`src/rtl/core/ssfc_pkg.sv`:
```
`timescale 1ns / 1ps
`default_nettype none
// ----------------------------------------------------------------------------
// ssfc_pkg
// Shared types and constants of the source-heavy Feistel cipher core.
// ----------------------------------------------------------------------------
package ssfc_pkg;

  localparam int WORD_BITS   = 5;
  localparam int ROUND_COUNT = 7;
  localparam int BLK_WORDS   = 4;
  localparam int ENTRY_COUNT = 1 << WORD_BITS;
  localparam int ROUND_BITS  = 3;                     // width of the round_sel field
  localparam int RIDX_BITS   = $clog2(ROUND_COUNT);   // table select width

  typedef logic [WORD_BITS-1:0]                 word_t;
  typedef logic [RIDX_BITS-1:0]                 ridx_t;
  typedef logic [BLK_WORDS-1:0][WORD_BITS-1:0]  blk_t;

  typedef enum logic [1:0] {
    FUNC_LOAD = 2'd0,
    FUNC_ENC  = 2'd1,
    FUNC_DEC  = 2'd2,
    FUNC_NOP  = 2'd3
  } func_t;

  // write port of an s-box bank
  typedef struct packed {
    logic  en;
    ridx_t round;
    word_t addr;
    word_t value;
  } sbox_wr_t;

endpackage

`default_nettype wire

```
`src/rtl/core/ssfc_if.sv`:
```
`timescale 1ns / 1ps
`default_nettype none
// ----------------------------------------------------------------------------
// ssfc_if
// Request and result channels of the cipher core, valid/ready handshake.
// ----------------------------------------------------------------------------
interface ssfc_in_if;
  import ssfc_pkg::*;

  logic            valid;
  logic            ready;
  logic [1:0]      func;
  logic [ROUND_BITS-1:0] round_sel;
  word_t           sbox_addr;
  word_t           sbox_value;
  word_t           word_a;
  word_t           word_b;
  word_t           word_c;
  word_t           word_d;

  modport source (
    output valid, func, round_sel, sbox_addr, sbox_value, word_a, word_b, word_c, word_d,
    input  ready
  );

  modport sink (
    input  valid, func, round_sel, sbox_addr, sbox_value, word_a, word_b, word_c, word_d,
    output ready
  );
endinterface

interface ssfc_out_if;
  import ssfc_pkg::*;

  logic  valid;
  logic  ready;
  word_t out_a;
  word_t out_b;
  word_t out_c;
  word_t out_d;

  modport source (
    output valid, out_a, out_b, out_c, out_d,
    input  ready
  );

  modport sink (
    input  valid, out_a, out_b, out_c, out_d,
    output ready
  );
endinterface

`default_nettype wire

```
`src/rtl/core/small_source_heavy_feistel_cipher_core.sv`:
```
`timescale 1ns / 1ps
`default_nettype none
// ----------------------------------------------------------------------------
// small_source_heavy_feistel_cipher_core
// Seven-round source-heavy generalized Feistel cipher on four 5-bit words.
// ----------------------------------------------------------------------------
// usage
//   in_chan carries requests: func selects s-box load, encrypt or decrypt.
//   a load writes one entry of one round's s-box and gives no result; an
//   encrypt or decrypt request gives exactly one result on out_chan.
//   func 3 and loads of a round beyond the last are dropped silently.
//   s-box entries must be loaded before a block that reads them is sent.
// timing
//   a request is held in the input register; all rounds are done in one
//   combinational pass from there into the result register, so a result
//   passes the input register and then the result register to out_chan.
//   one request per cycle is taken while out_chan does not stall, set by the
//   input and result registers; loads and blocks keep strict order since
//   both leave the input register in order; loads write the tables only there.
// reset and stall
//   rst_n clears both valid flags; s-box contents stay undefined until loaded.
//   a stalled result holds in the result register; the input register still
//   takes loads and one block, then in_chan.ready drops until out drains.
// ----------------------------------------------------------------------------
module small_source_heavy_feistel_cipher_core (
  input  logic clk,
  input  logic rst_n,
  ssfc_in_if.sink    in_chan,
  ssfc_out_if.source out_chan
);
  import ssfc_pkg::*;

  // word rotations of the block, word 0 is index 0
  function automatic blk_t rot_left(input blk_t b);
    blk_t r;
    r = {b[0], b[3], b[2], b[1]};
    return r;
  endfunction

  function automatic blk_t rot_right(input blk_t b);
    blk_t r;
    r = {b[2], b[1], b[0], b[3]};
    return r;
  endfunction

  // input register
  logic                  s1_v_r, s1_v_nxt;
  func_t                 s1_func_r;
  logic [ROUND_BITS-1:0] s1_round_r;
  word_t                 s1_addr_r;
  word_t                 s1_value_r;
  blk_t                  s1_blk_r;

  // result register
  logic                  out_valid_r, out_valid_nxt;
  blk_t                  out_blk_r;

  // handshake control
  logic s1_is_blk;
  logic s1_is_dec;
  logic out_free;
  logic s1_adv;
  logic in_acc;
  logic out_ld;

  assign s1_is_blk = (s1_func_r == FUNC_ENC) || (s1_func_r == FUNC_DEC);
  assign s1_is_dec = (s1_func_r == FUNC_DEC);
  assign out_free  = !out_valid_r || out_chan.ready;
  // loads and dropped codes leave the input register without a result slot
  assign s1_adv    = s1_v_r && (!s1_is_blk || out_free);
  assign in_chan.ready = !s1_v_r || s1_adv;
  assign in_acc    = in_chan.valid && in_chan.ready;
  assign out_ld    = s1_adv && s1_is_blk;

  assign s1_v_nxt      = in_acc || (s1_v_r && !s1_adv);
  assign out_valid_nxt = out_ld || (out_valid_r && !out_chan.ready);

  always_ff @(posedge clk) begin
    if (!rst_n) begin
      s1_v_r      <= 1'b0;
      out_valid_r <= 1'b0;
    end else begin
      s1_v_r      <= s1_v_nxt;
      out_valid_r <= out_valid_nxt;
    end
  end

  always_ff @(posedge clk) begin
    if (in_acc) begin
      s1_func_r  <= func_t'(in_chan.func);
      s1_round_r <= in_chan.round_sel;
      s1_addr_r  <= in_chan.sbox_addr;
      s1_value_r <= in_chan.sbox_value;
      s1_blk_r   <= {in_chan.word_d, in_chan.word_c, in_chan.word_b, in_chan.word_a};
    end
  end

  // s-box loads: the encrypt bank is indexed by round, the decrypt bank by
  // the stage that uses the round when running backwards
  logic     ld_ok;
  sbox_wr_t enc_wr;
  sbox_wr_t dec_wr;

  assign ld_ok = s1_adv && (s1_func_r == FUNC_LOAD) && (int'(s1_round_r) < ROUND_COUNT);

  assign enc_wr.en    = ld_ok;
  assign enc_wr.round = RIDX_BITS'(s1_round_r);
  assign enc_wr.addr  = s1_addr_r;
  assign enc_wr.value = s1_value_r;

  assign dec_wr.en    = ld_ok;
  assign dec_wr.round = RIDX_BITS'(ROUND_COUNT - 1) - RIDX_BITS'(s1_round_r);
  assign dec_wr.addr  = s1_addr_r;
  assign dec_wr.value = s1_value_r;

  word_t rd_addr  [ROUND_COUNT];
  word_t enc_data [ROUND_COUNT];
  word_t dec_data [ROUND_COUNT];

  ssfc_sbox_bank u_enc_bank (
    .clk     (clk),
    .wr      (enc_wr),
    .rd_addr (rd_addr),
    .rd_data (enc_data)
  );

  ssfc_sbox_bank u_dec_bank (
    .clk     (clk),
    .wr      (dec_wr),
    .rd_addr (rd_addr),
    .rd_data (dec_data)
  );

  // round chain: decrypt rotates right before each round but the first,
  // encrypt rotates left after each round but the last
  blk_t stg [ROUND_COUNT+1];

  assign stg[0] = s1_blk_r;

  for (genvar k = 0; k < ROUND_COUNT; k++) begin : g_round
    blk_t  pre;
    blk_t  mix;
    word_t key;

    assign pre        = (s1_is_dec && (k != 0)) ? rot_right(stg[k]) : stg[k];
    assign rd_addr[k] = pre[0];
    assign key        = s1_is_dec ? dec_data[k] : enc_data[k];
    assign mix        = {pre[3] ^ key, pre[2] ^ key, pre[1] ^ key, pre[0]};
    assign stg[k+1]   = (!s1_is_dec && (k != ROUND_COUNT - 1)) ? rot_left(mix) : mix;
  end

  always_ff @(posedge clk) begin
    if (out_ld) begin
      out_blk_r <= stg[ROUND_COUNT];
    end
  end

  assign out_chan.valid = out_valid_r;
  assign out_chan.out_a = out_blk_r[0];
  assign out_chan.out_b = out_blk_r[1];
  assign out_chan.out_c = out_blk_r[2];
  assign out_chan.out_d = out_blk_r[3];

`ifndef SYNTHESIS
  // a waiting result is never overwritten
  a_no_overwrite: assert property (@(posedge clk) disable iff (!rst_n)
    (out_valid_r && !out_chan.ready) |-> !out_ld)
    else $error("result register overwritten while stalled");

  // a held request blocks the input side
  a_hold_blocks: assert property (@(posedge clk) disable iff (!rst_n)
    (s1_v_r && !s1_adv) |-> !in_chan.ready)
    else $error("request taken while input register is held");

  // every block leaving the input register shows up as a result
  a_block_result: assert property (@(posedge clk) disable iff (!rst_n)
    out_ld |=> out_valid_r)
    else $error("block left input register without a result");

  // encrypt-bank writes only come from a load in the input register
  a_load_write: assert property (@(posedge clk) disable iff (!rst_n)
    enc_wr.en |-> (s1_v_r && (s1_func_r == FUNC_LOAD) && !out_ld))
    else $error("s-box written outside a load");
`endif

endmodule

`default_nettype wire

```
`src/rtl/core/ssfc_sbox_bank.sv`:
```
`timescale 1ns / 1ps
`default_nettype none
// ----------------------------------------------------------------------------
// ssfc_sbox_bank
// One s-box per stage, flop based, one shared write port and one read port per stage.
// ----------------------------------------------------------------------------
module ssfc_sbox_bank (
  input  logic                clk,
  input  ssfc_pkg::sbox_wr_t  wr,
  input  ssfc_pkg::word_t     rd_addr [ssfc_pkg::ROUND_COUNT],
  output ssfc_pkg::word_t     rd_data [ssfc_pkg::ROUND_COUNT]
);
  import ssfc_pkg::*;

  for (genvar g = 0; g < ROUND_COUNT; g++) begin : g_stage
    word_t tbl_r [ENTRY_COUNT];

    // contents are undefined until loaded
    always_ff @(posedge clk) begin
      if (wr.en && (wr.round == RIDX_BITS'(g))) begin
        tbl_r[wr.addr] <= wr.value;
      end
    end

    assign rd_data[g] = tbl_r[rd_addr[g]];
  end

endmodule

`default_nettype wire
```
`src/flat_wrapper.sv`:
```
// flat-port wrapper written by rule: the top's interface ports become plain ports
module small_source_heavy_feistel_cipher_core_flat import ssfc_pkg::*;
  (clk, rst_n, in_chan_valid, in_chan_func, in_chan_round_sel, in_chan_sbox_addr, in_chan_sbox_value, in_chan_word_a, in_chan_word_b, in_chan_word_c, in_chan_word_d, in_chan_ready, out_chan_valid, out_chan_out_a, out_chan_out_b, out_chan_out_c, out_chan_out_d, out_chan_ready);
  ssfc_in_if in_chan_i ();
  ssfc_out_if out_chan_i ();
  input  logic clk;
  input  logic rst_n;
  input wire logic [$bits(in_chan_i.valid)-1:0] in_chan_valid;
  input wire logic [$bits(in_chan_i.func)-1:0] in_chan_func;
  input wire logic [$bits(in_chan_i.round_sel)-1:0] in_chan_round_sel;
  input wire logic [$bits(in_chan_i.sbox_addr)-1:0] in_chan_sbox_addr;
  input wire logic [$bits(in_chan_i.sbox_value)-1:0] in_chan_sbox_value;
  input wire logic [$bits(in_chan_i.word_a)-1:0] in_chan_word_a;
  input wire logic [$bits(in_chan_i.word_b)-1:0] in_chan_word_b;
  input wire logic [$bits(in_chan_i.word_c)-1:0] in_chan_word_c;
  input wire logic [$bits(in_chan_i.word_d)-1:0] in_chan_word_d;
  output wire logic [$bits(in_chan_i.ready)-1:0] in_chan_ready;
  output wire logic [$bits(out_chan_i.valid)-1:0] out_chan_valid;
  output wire logic [$bits(out_chan_i.out_a)-1:0] out_chan_out_a;
  output wire logic [$bits(out_chan_i.out_b)-1:0] out_chan_out_b;
  output wire logic [$bits(out_chan_i.out_c)-1:0] out_chan_out_c;
  output wire logic [$bits(out_chan_i.out_d)-1:0] out_chan_out_d;
  input wire logic [$bits(out_chan_i.ready)-1:0] out_chan_ready;
  assign in_chan_i.valid = in_chan_valid;
  assign in_chan_i.func = in_chan_func;
  assign in_chan_i.round_sel = in_chan_round_sel;
  assign in_chan_i.sbox_addr = in_chan_sbox_addr;
  assign in_chan_i.sbox_value = in_chan_sbox_value;
  assign in_chan_i.word_a = in_chan_word_a;
  assign in_chan_i.word_b = in_chan_word_b;
  assign in_chan_i.word_c = in_chan_word_c;
  assign in_chan_i.word_d = in_chan_word_d;
  assign in_chan_ready = in_chan_i.ready;
  assign out_chan_valid = out_chan_i.valid;
  assign out_chan_out_a = out_chan_i.out_a;
  assign out_chan_out_b = out_chan_i.out_b;
  assign out_chan_out_c = out_chan_i.out_c;
  assign out_chan_out_d = out_chan_i.out_d;
  assign out_chan_i.ready = out_chan_ready;
  small_source_heavy_feistel_cipher_core u_core (.clk(clk), .rst_n(rst_n), .in_chan(in_chan_i), .out_chan(out_chan_i));
endmodule
```
`config.mk`:
```
export PLATFORM = sky130hd
export DESIGN_NAME = small_source_heavy_feistel_cipher_core_flat
export DESIGN_NICKNAME = d
export VERILOG_FILES = /design/src/rtl/core/ssfc_pkg.sv /design/src/rtl/core/ssfc_if.sv /design/src/rtl/core/small_source_heavy_feistel_cipher_core.sv /design/src/rtl/core/ssfc_sbox_bank.sv /design/src/flat_wrapper.sv
export SDC_FILE = /design/constraint.sdc
export NUM_CORES = 2
export LEC_CHECK = 0
export BUFFER_PORTS_ARGS = -buffer_cell sky130_fd_sc_hd__buf_2
export CORE_MARGIN = 5
export CORE_UTILIZATION = 63
export CTS_CLUSTER_SIZE = 20
export DETAILED_ROUTE_END_ITERATION = 7
export PLACE_DENSITY = 0.79
export SYNTH_ARGS = -nofsm -noshare
export SYNTH_HDL_FRONTEND = slang
export SYNTH_SLANG_ARGS = --single-unit
```
`constraint.sdc`:
```
create_clock -name clk -period 15.8 [get_ports clk]
set_input_delay 3.16 -clock clk [delete_from_list [all_inputs] [get_ports clk]]
set_output_delay 3.16 -clock clk [all_outputs]
set_load 0.01 [all_outputs]
```
After elaboration in Yosys (flattened, before gate mapping)
Memory sizes are Yosys's and may differ from the RTL's. A register that Yosys moved wholly into a read port is not among the register bits.
Cells that the tools add are included.
{"block": "word_totals", "elab_cells": 149, "ramBits": 2240, "reg_bits": 57, "n_memories": 14, "in_bits": 39, "out_inout_bits": 22}
{"block": "classes", "n_mux": 49, "n_addsub": 1, "n_eq_ne": 14, "bitwise_logic": 21, "n_reduce_logical": 35, "magnitude_cmp": 1}
{"memory": "u_core.u_dec_bank.g_stage[0].tbl_r", "words": 32, "width": 5, "rd": 1, "rd_clocked_by_memory_dff": 1, "write_ports": 1, "line_no": "ssfc_sbox_bank.sv:16", "text": "word_t tbl_r [ENTRY_COUNT];"}
{"memory": "u_core.u_dec_bank.g_stage[1].tbl_r", "words": 32, "width": 5, "rd": 1, "rd_clocked_by_memory_dff": 0, "write_ports": 1, "line_no": "ssfc_sbox_bank.sv:16"}
{"memory": "u_core.u_dec_bank.g_stage[2].tbl_r", "words": 32, "width": 5, "rd": 1, "rd_clocked_by_memory_dff": 0, "write_ports": 1, "line_no": "ssfc_sbox_bank.sv:16"}
{"memory": "u_core.u_dec_bank.g_stage[3].tbl_r", "words": 32, "width": 5, "rd": 1, "rd_clocked_by_memory_dff": 0, "write_ports": 1, "line_no": "ssfc_sbox_bank.sv:16"}
{"memory": "u_core.u_dec_bank.g_stage[4].tbl_r", "words": 32, "width": 5, "rd": 1, "rd_clocked_by_memory_dff": 0, "write_ports": 1, "line_no": "ssfc_sbox_bank.sv:16"}
{"memory": "u_core.u_dec_bank.g_stage[5].tbl_r", "words": 32, "width": 5, "rd": 1, "rd_clocked_by_memory_dff": 0, "write_ports": 1, "line_no": "ssfc_sbox_bank.sv:16"}
{"memory": "8 more memories"}
{"op": "20-bit two-way mux", "count": 12}
{"op": "5-bit bitwise XOR", "count": 21}
{"op": "5-bit two-way mux", "count": 9}
{"op": "1-bit two-way mux", "count": 28}
{"op": "1-bit logical AND", "count": 21}
{"op": "3-bit equality test (second input constant)", "count": 6}
{"op": "3-bit by 2-bit equality test with 1-bit output (second input constant)", "count": 4}
{"op": "3-bit by 1-bit equality test with 1-bit output (second input constant)", "count": 2}
{"op": "3-bit zero test", "count": 2}
{"op": "1-bit logical OR", "count": 6}
{"op": "1-bit zero test", "count": 5}
{"op": "3-bit less-than comparator (second input constant)", "count": 1}
{"op": "3-bit subtractor (first input constant)", "count": 1}
{"op": "2-bit by 1-bit equality test with 1-bit output (second input constant)", "count": 1}
{"op": "2-bit equality test (second input constant)", "count": 1}
{"op": "2-bit zero test", "count": 1}

Depth between registers and ports, before layout
An unclocked memory read counts as a cell.
{"block": "logic_depth", "ltp_word": 33, "mapped_depth": 66, "depth_no_buf": 46}

Modules after synthesis
From an unflattened synthesis, not the netlist that was laid out.
{"block": "unflattened", "cells_unflattened": 4110, "hier_area_um2": 91126.1}
{"module": "ssfc_sbox_bank", "n_inst": 2, "seq_area_each_um2": 33632.3, "area_per_inst_um2": 43447.9, "cells_per_inst": 1885}
{"module": "small_source_heavy_feistel_cipher_core", "n_inst": 1, "seq_area_each_um2": 1691.6, "area_per_inst_um2": 4230.3, "cells_per_inst": 340}

Least setup slack after synthesis
No wires, ideal clock.
{"block": "synth_path", "path_kind": "register to register", "from": "register (tool-made name)", "to": "register u_core.out_blk_r (netlist bit u_core.out_chan.out_c[3]), data pin", "period_less_slack_ns": 12.201, "path_buffers": 14, "required_time_ns": 15.540, "setup_time_ns": 0.260, "t_arrival_ns": 11.940, "stages_incl_launch_ff": 56, "slack_ns": 3.599, "cell_sequence": "dfxtp_1 -> buf_4 -> buf_6 -> buf_8 -> buf_8 -> mux4_2 -> mux4_2 -> nand2_1 -> a21oi_1 -> a41o_2 -> xor2_2 -> buf_2 -> a311oi_1 -> a22oi_1 -> a31oi_1 -> nor4b_4 -> xor2_1 -> xnor2_1 -> [... 20 more ...] -> o41a_1 -> buf_4 -> xnor2_4 -> buf_6 -> mux4_2 -> a221oi_1 -> nand3_1 -> a21oi_1 -> and2b_4 -> inv_4 -> buf_6 -> mux4_2 -> and2_0 -> a211oi_1 -> a211oi_2 -> a21oi_2 -> mux2i_1 -> xnor2_1"}
{"element": "end signal: assignment", "line_no": "small_source_heavy_feistel_cipher_core.sv:154", "text": "out_blk_r <= stg[ROUND_COUNT];"}
{"element": "end: declaration", "line_no": "small_source_heavy_feistel_cipher_core.sv:56", "text": "blk_t out_blk_r;"}

==> impl_metrics.json <==
{
  "core_area_um2": 156000,
  "grt_pass1_wl_mm": 417,
  "rows": 145,
  "place_congestion": 0.990,
  "via_per_inst": 7.03,
  "die_h_um": 407,
  "outcome": "completed",
  "hold_violations": 0,
  "worst_hold_startpoint": "u_core.g_round[0].mix[3]",
  "avgSynthCellArea_um2": 15.1,
  "async_flop_share": 0,
  "insertion_delay_ps": 850,
  "max_freq_ghz": 0.0638,
  "worst-setup-path-type": "flip-flop to flip-flop",
  "synth_seq_cells": 2302,
  "synth_nets": 6599,
  "antenna_found_initial": 8,
  "cts_root_buf": "clkbuf_16",
  "worst_pin_slew_ps": 1420,
  "skew_ps": 32.0,
  "clk_transition_reported_paths_ps": 60,
  "ff_latch_area_um2": 69100,
  "multi_input_area_um2": 27900,
  "drive_gt1_frac": 0.161,
  "initial_core_util": 0.634,
  "relSlewSlack": 0.0495,
  "drt_iter0_markers": 10900,
  "cts.path.max_buffers": 3,
  "yosysSeqAreaShare": 0.697,
  "fin_tns_setup_ps": 0,
  "synthFlopType": "edfxtp_1",
  "period_minus_slack_ps": 15670,
  "vias": 63100,
  "grt_overflow": 0,
  "period_share": 0.992,
  "syn_area_um2": 99100,
  "min_path_type": "flip-flop to flip-flop",
  "area.growth.synth_to_final_pct": 10.8,
  "ys_warn_count": 0,
  "cts_inserted_buffers": 218,
  "crit_required_ps": 16360,
  "crit_top_cell": "buf_4",
  "endpoint_kind": "flip-flop",
  "layout_setup_ws_ps": 129,
  "setup_violations": 0,
  "place.detailed.hpwl_mm": 182,
  "synth_cell_type_count": 133,
  "boundaryPins": 61,
  "layout_common_cells": "edfxtp_1 (2295), nand2_1 (754), mux2i_1 (647), nor2_1 (526), buf_4 (284)",
  "dp_cells": 8525,
  "numPortBuffers": 60,
  "fillCellCount": 9844,
  "cts_tree": "yes",
  "ctsHoldBuffers": 0,
  "cp_max_fo": 54,
  "max_stage_delay_ps": 650,
  "grt_pass1_vias": 59900,
  "syn-instance-count": 6557,
  "cts_sinks": 2302,
  "firstDrtPassIters": 7,
  "die_area_um2": 165000,
  "wl_per_cell_um": 32.6,
  "die_w_um": 407,
  "start_kind": "flip-flop",
  "dp_slack_ps": -728,
  "final_common_cell": "edfxtp_1",
  "drc": 0,
  "slowest_stage": "xnor2_2",
  "htreeDepth": 4,
  "grt_max_degree": 220,
  "hold_ws_ps": 534,
  "synth_edf_count": 2295,
  "fin_nets": 6767,
  "cp.arrival_ps": 16230,
  "drv_cap": 0,
  "route.final.wire_length_mm": 293,
  "finalMaxSlewViolations": 0,
  "instances_no_fill": 8979,
  "ant_nets": 0,
  "grtUsageTotal": 0.349
}
[state kept, by name (all words and copies together), names as in the netlist, named ones only]
name                             flops
u_core.u_dec_bank.g_stage.tbl_r   1120
u_core.u_enc_bank.g_stage.tbl_r   1120
u_core.g_round.pre                  15
u_core.g_round.mix                   5
u_core.out_chan.out_a                5
u_core.out_chan.out_b                5
u_core.out_chan.out_c                5
u_core.out_chan.out_d                5
u_core.s1_addr_r                     5
u_core.s1_value_r                    5
u_core.s1_round_r                    3
u_core.s1_func_r                     2
u_core.out_chan.valid                1
u_core.s1_v_r                        1
[cells in the mapped netlist, types with 23 or more instances]
| cell | number | area, um^2 |
|---|---|---|
| mux2_1 | 33 | 372 |
| nor3_1 | 79 | 395 |
| a31oi_1 | 29 | 181 |
| a211oi_1 | 63 | 473 |
| o2111ai_1 | 25 | 219 |
| nand3_1 | 194 | 971 |
| a221oi_1 | 31 | 272 |
| mux2_2 | 133 | 1500 |
| and2_1 | 38 | 238 |
| edfxtp_1 | 2295 | 68900 |
| buf_4 | 72 | 541 |
| nand2_1 | 773 | 2900 |
| o21ai_0 | 84 | 420 |
| buf_2 | 95 | 475 |
| o2111a_1 | 28 | 315 |
| xor2_1 | 23 | 201 |
| a21oi_1 | 149 | 746 |
| a22oi_1 | 88 | 661 |
| o22ai_1 | 70 | 438 |
| a32oi_1 | 27 | 236 |
| buf_6 | 63 | 709 |
| nand4_1 | 45 | 282 |
| mux2i_1 | 652 | 6530 |
| clkbuf_1 | 182 | 683 |
| xnor2_1 | 83 | 727 |
| and3_1 | 68 | 425 |
| inv_1 | 28 | 105 |
| nor2_1 | 532 | 2000 |
| o211ai_1 | 26 | 195 |
| mux4_2 | 111 | 2500 |
[final cells by class]
class / count / area share
flip-flops and latches: 2302 / 0.629
clock inverters: 112 / 0.00938
repair buffers: 386 / 0.0294
multi-input cells: 3784 / 0.254
well taps: 2058 / 0.0234
inverters: 33 / 0.00122
diodes: 17 / 0.000387
clock buffers: 287 / 0.0532
[cell families (layout without fill, tap and decap cells)]
logic type,count (synthesis),in the layout,share of synthesized area
AO/OA/AOI/OAI,861,861,0.0655
XOR/XNOR,131,133,0.0147
adder cells (fa/ha/maj),3,3,0.000379
buffers and inverters,475,818,0.0285
flip-flops,2302,2302,0.697
multiplexers,937,937,0.111
other,0,17,0
AND/OR/NAND/NOR,1848,1850,0.0830
[critical path, delay by kind of cell (launching register included)]
kind / cells / cell delay (ps)
xor gates and xnor gates: 5 / 1800
and+or+nand+nor: 11 / 2850
muxes: 4 / 1260
AOI/OAI and AO/OA: 20 / 5740
buffers and inverters: 13 / 3080
DFF: 1 / 540
[path summary, 6_finish.rpt]
path	endpoint	slack [ps]	cells after the start
max	u_core.out_chan.out_b[1]	130	53
min	flip-flop	530	1
max reg2reg	u_core.out_chan.out_b[1]	130	53
min reg2reg	flip-flop	530	1
[per-stage QoR]
| stage | utilization | area (um^2) |
|---|---|---|
| global placement | 0.653 | 102000 |
| floorplan | - | 99100 |
| finish | 0.702 | 110000 |
| detailed placement | 0.653 | 102000 |
| CTS | 0.699 | 109000 |
| global route | 0.702 | 110000 |
[routing by layer]
| layer | vias up | routed length (um) | GRT usage |
|---|---|---|---|
| li1 | 25700 | - | - |
| met1 | 31100 | 103000 | 0.476 |
| met5 | - | 13 | 0 |
| met4 | 2 | 18400 | 0.187 |
| met3 | 991 | 40900 | 0.104 |
| met2 | 5279 | 130000 | 0.513 |
[what timing repair did]
item / CTS / global route
pin swaps: 5 / 9
endpoints found under the setup margin: 15 / 15
setup buffers: 15 / 17
resized for setup: 24 / 40
gates cloned: 0 / 6
Power is not shown: default switching activity piles up to over one toggle a cycle in this logic, so the estimate is an artifact.
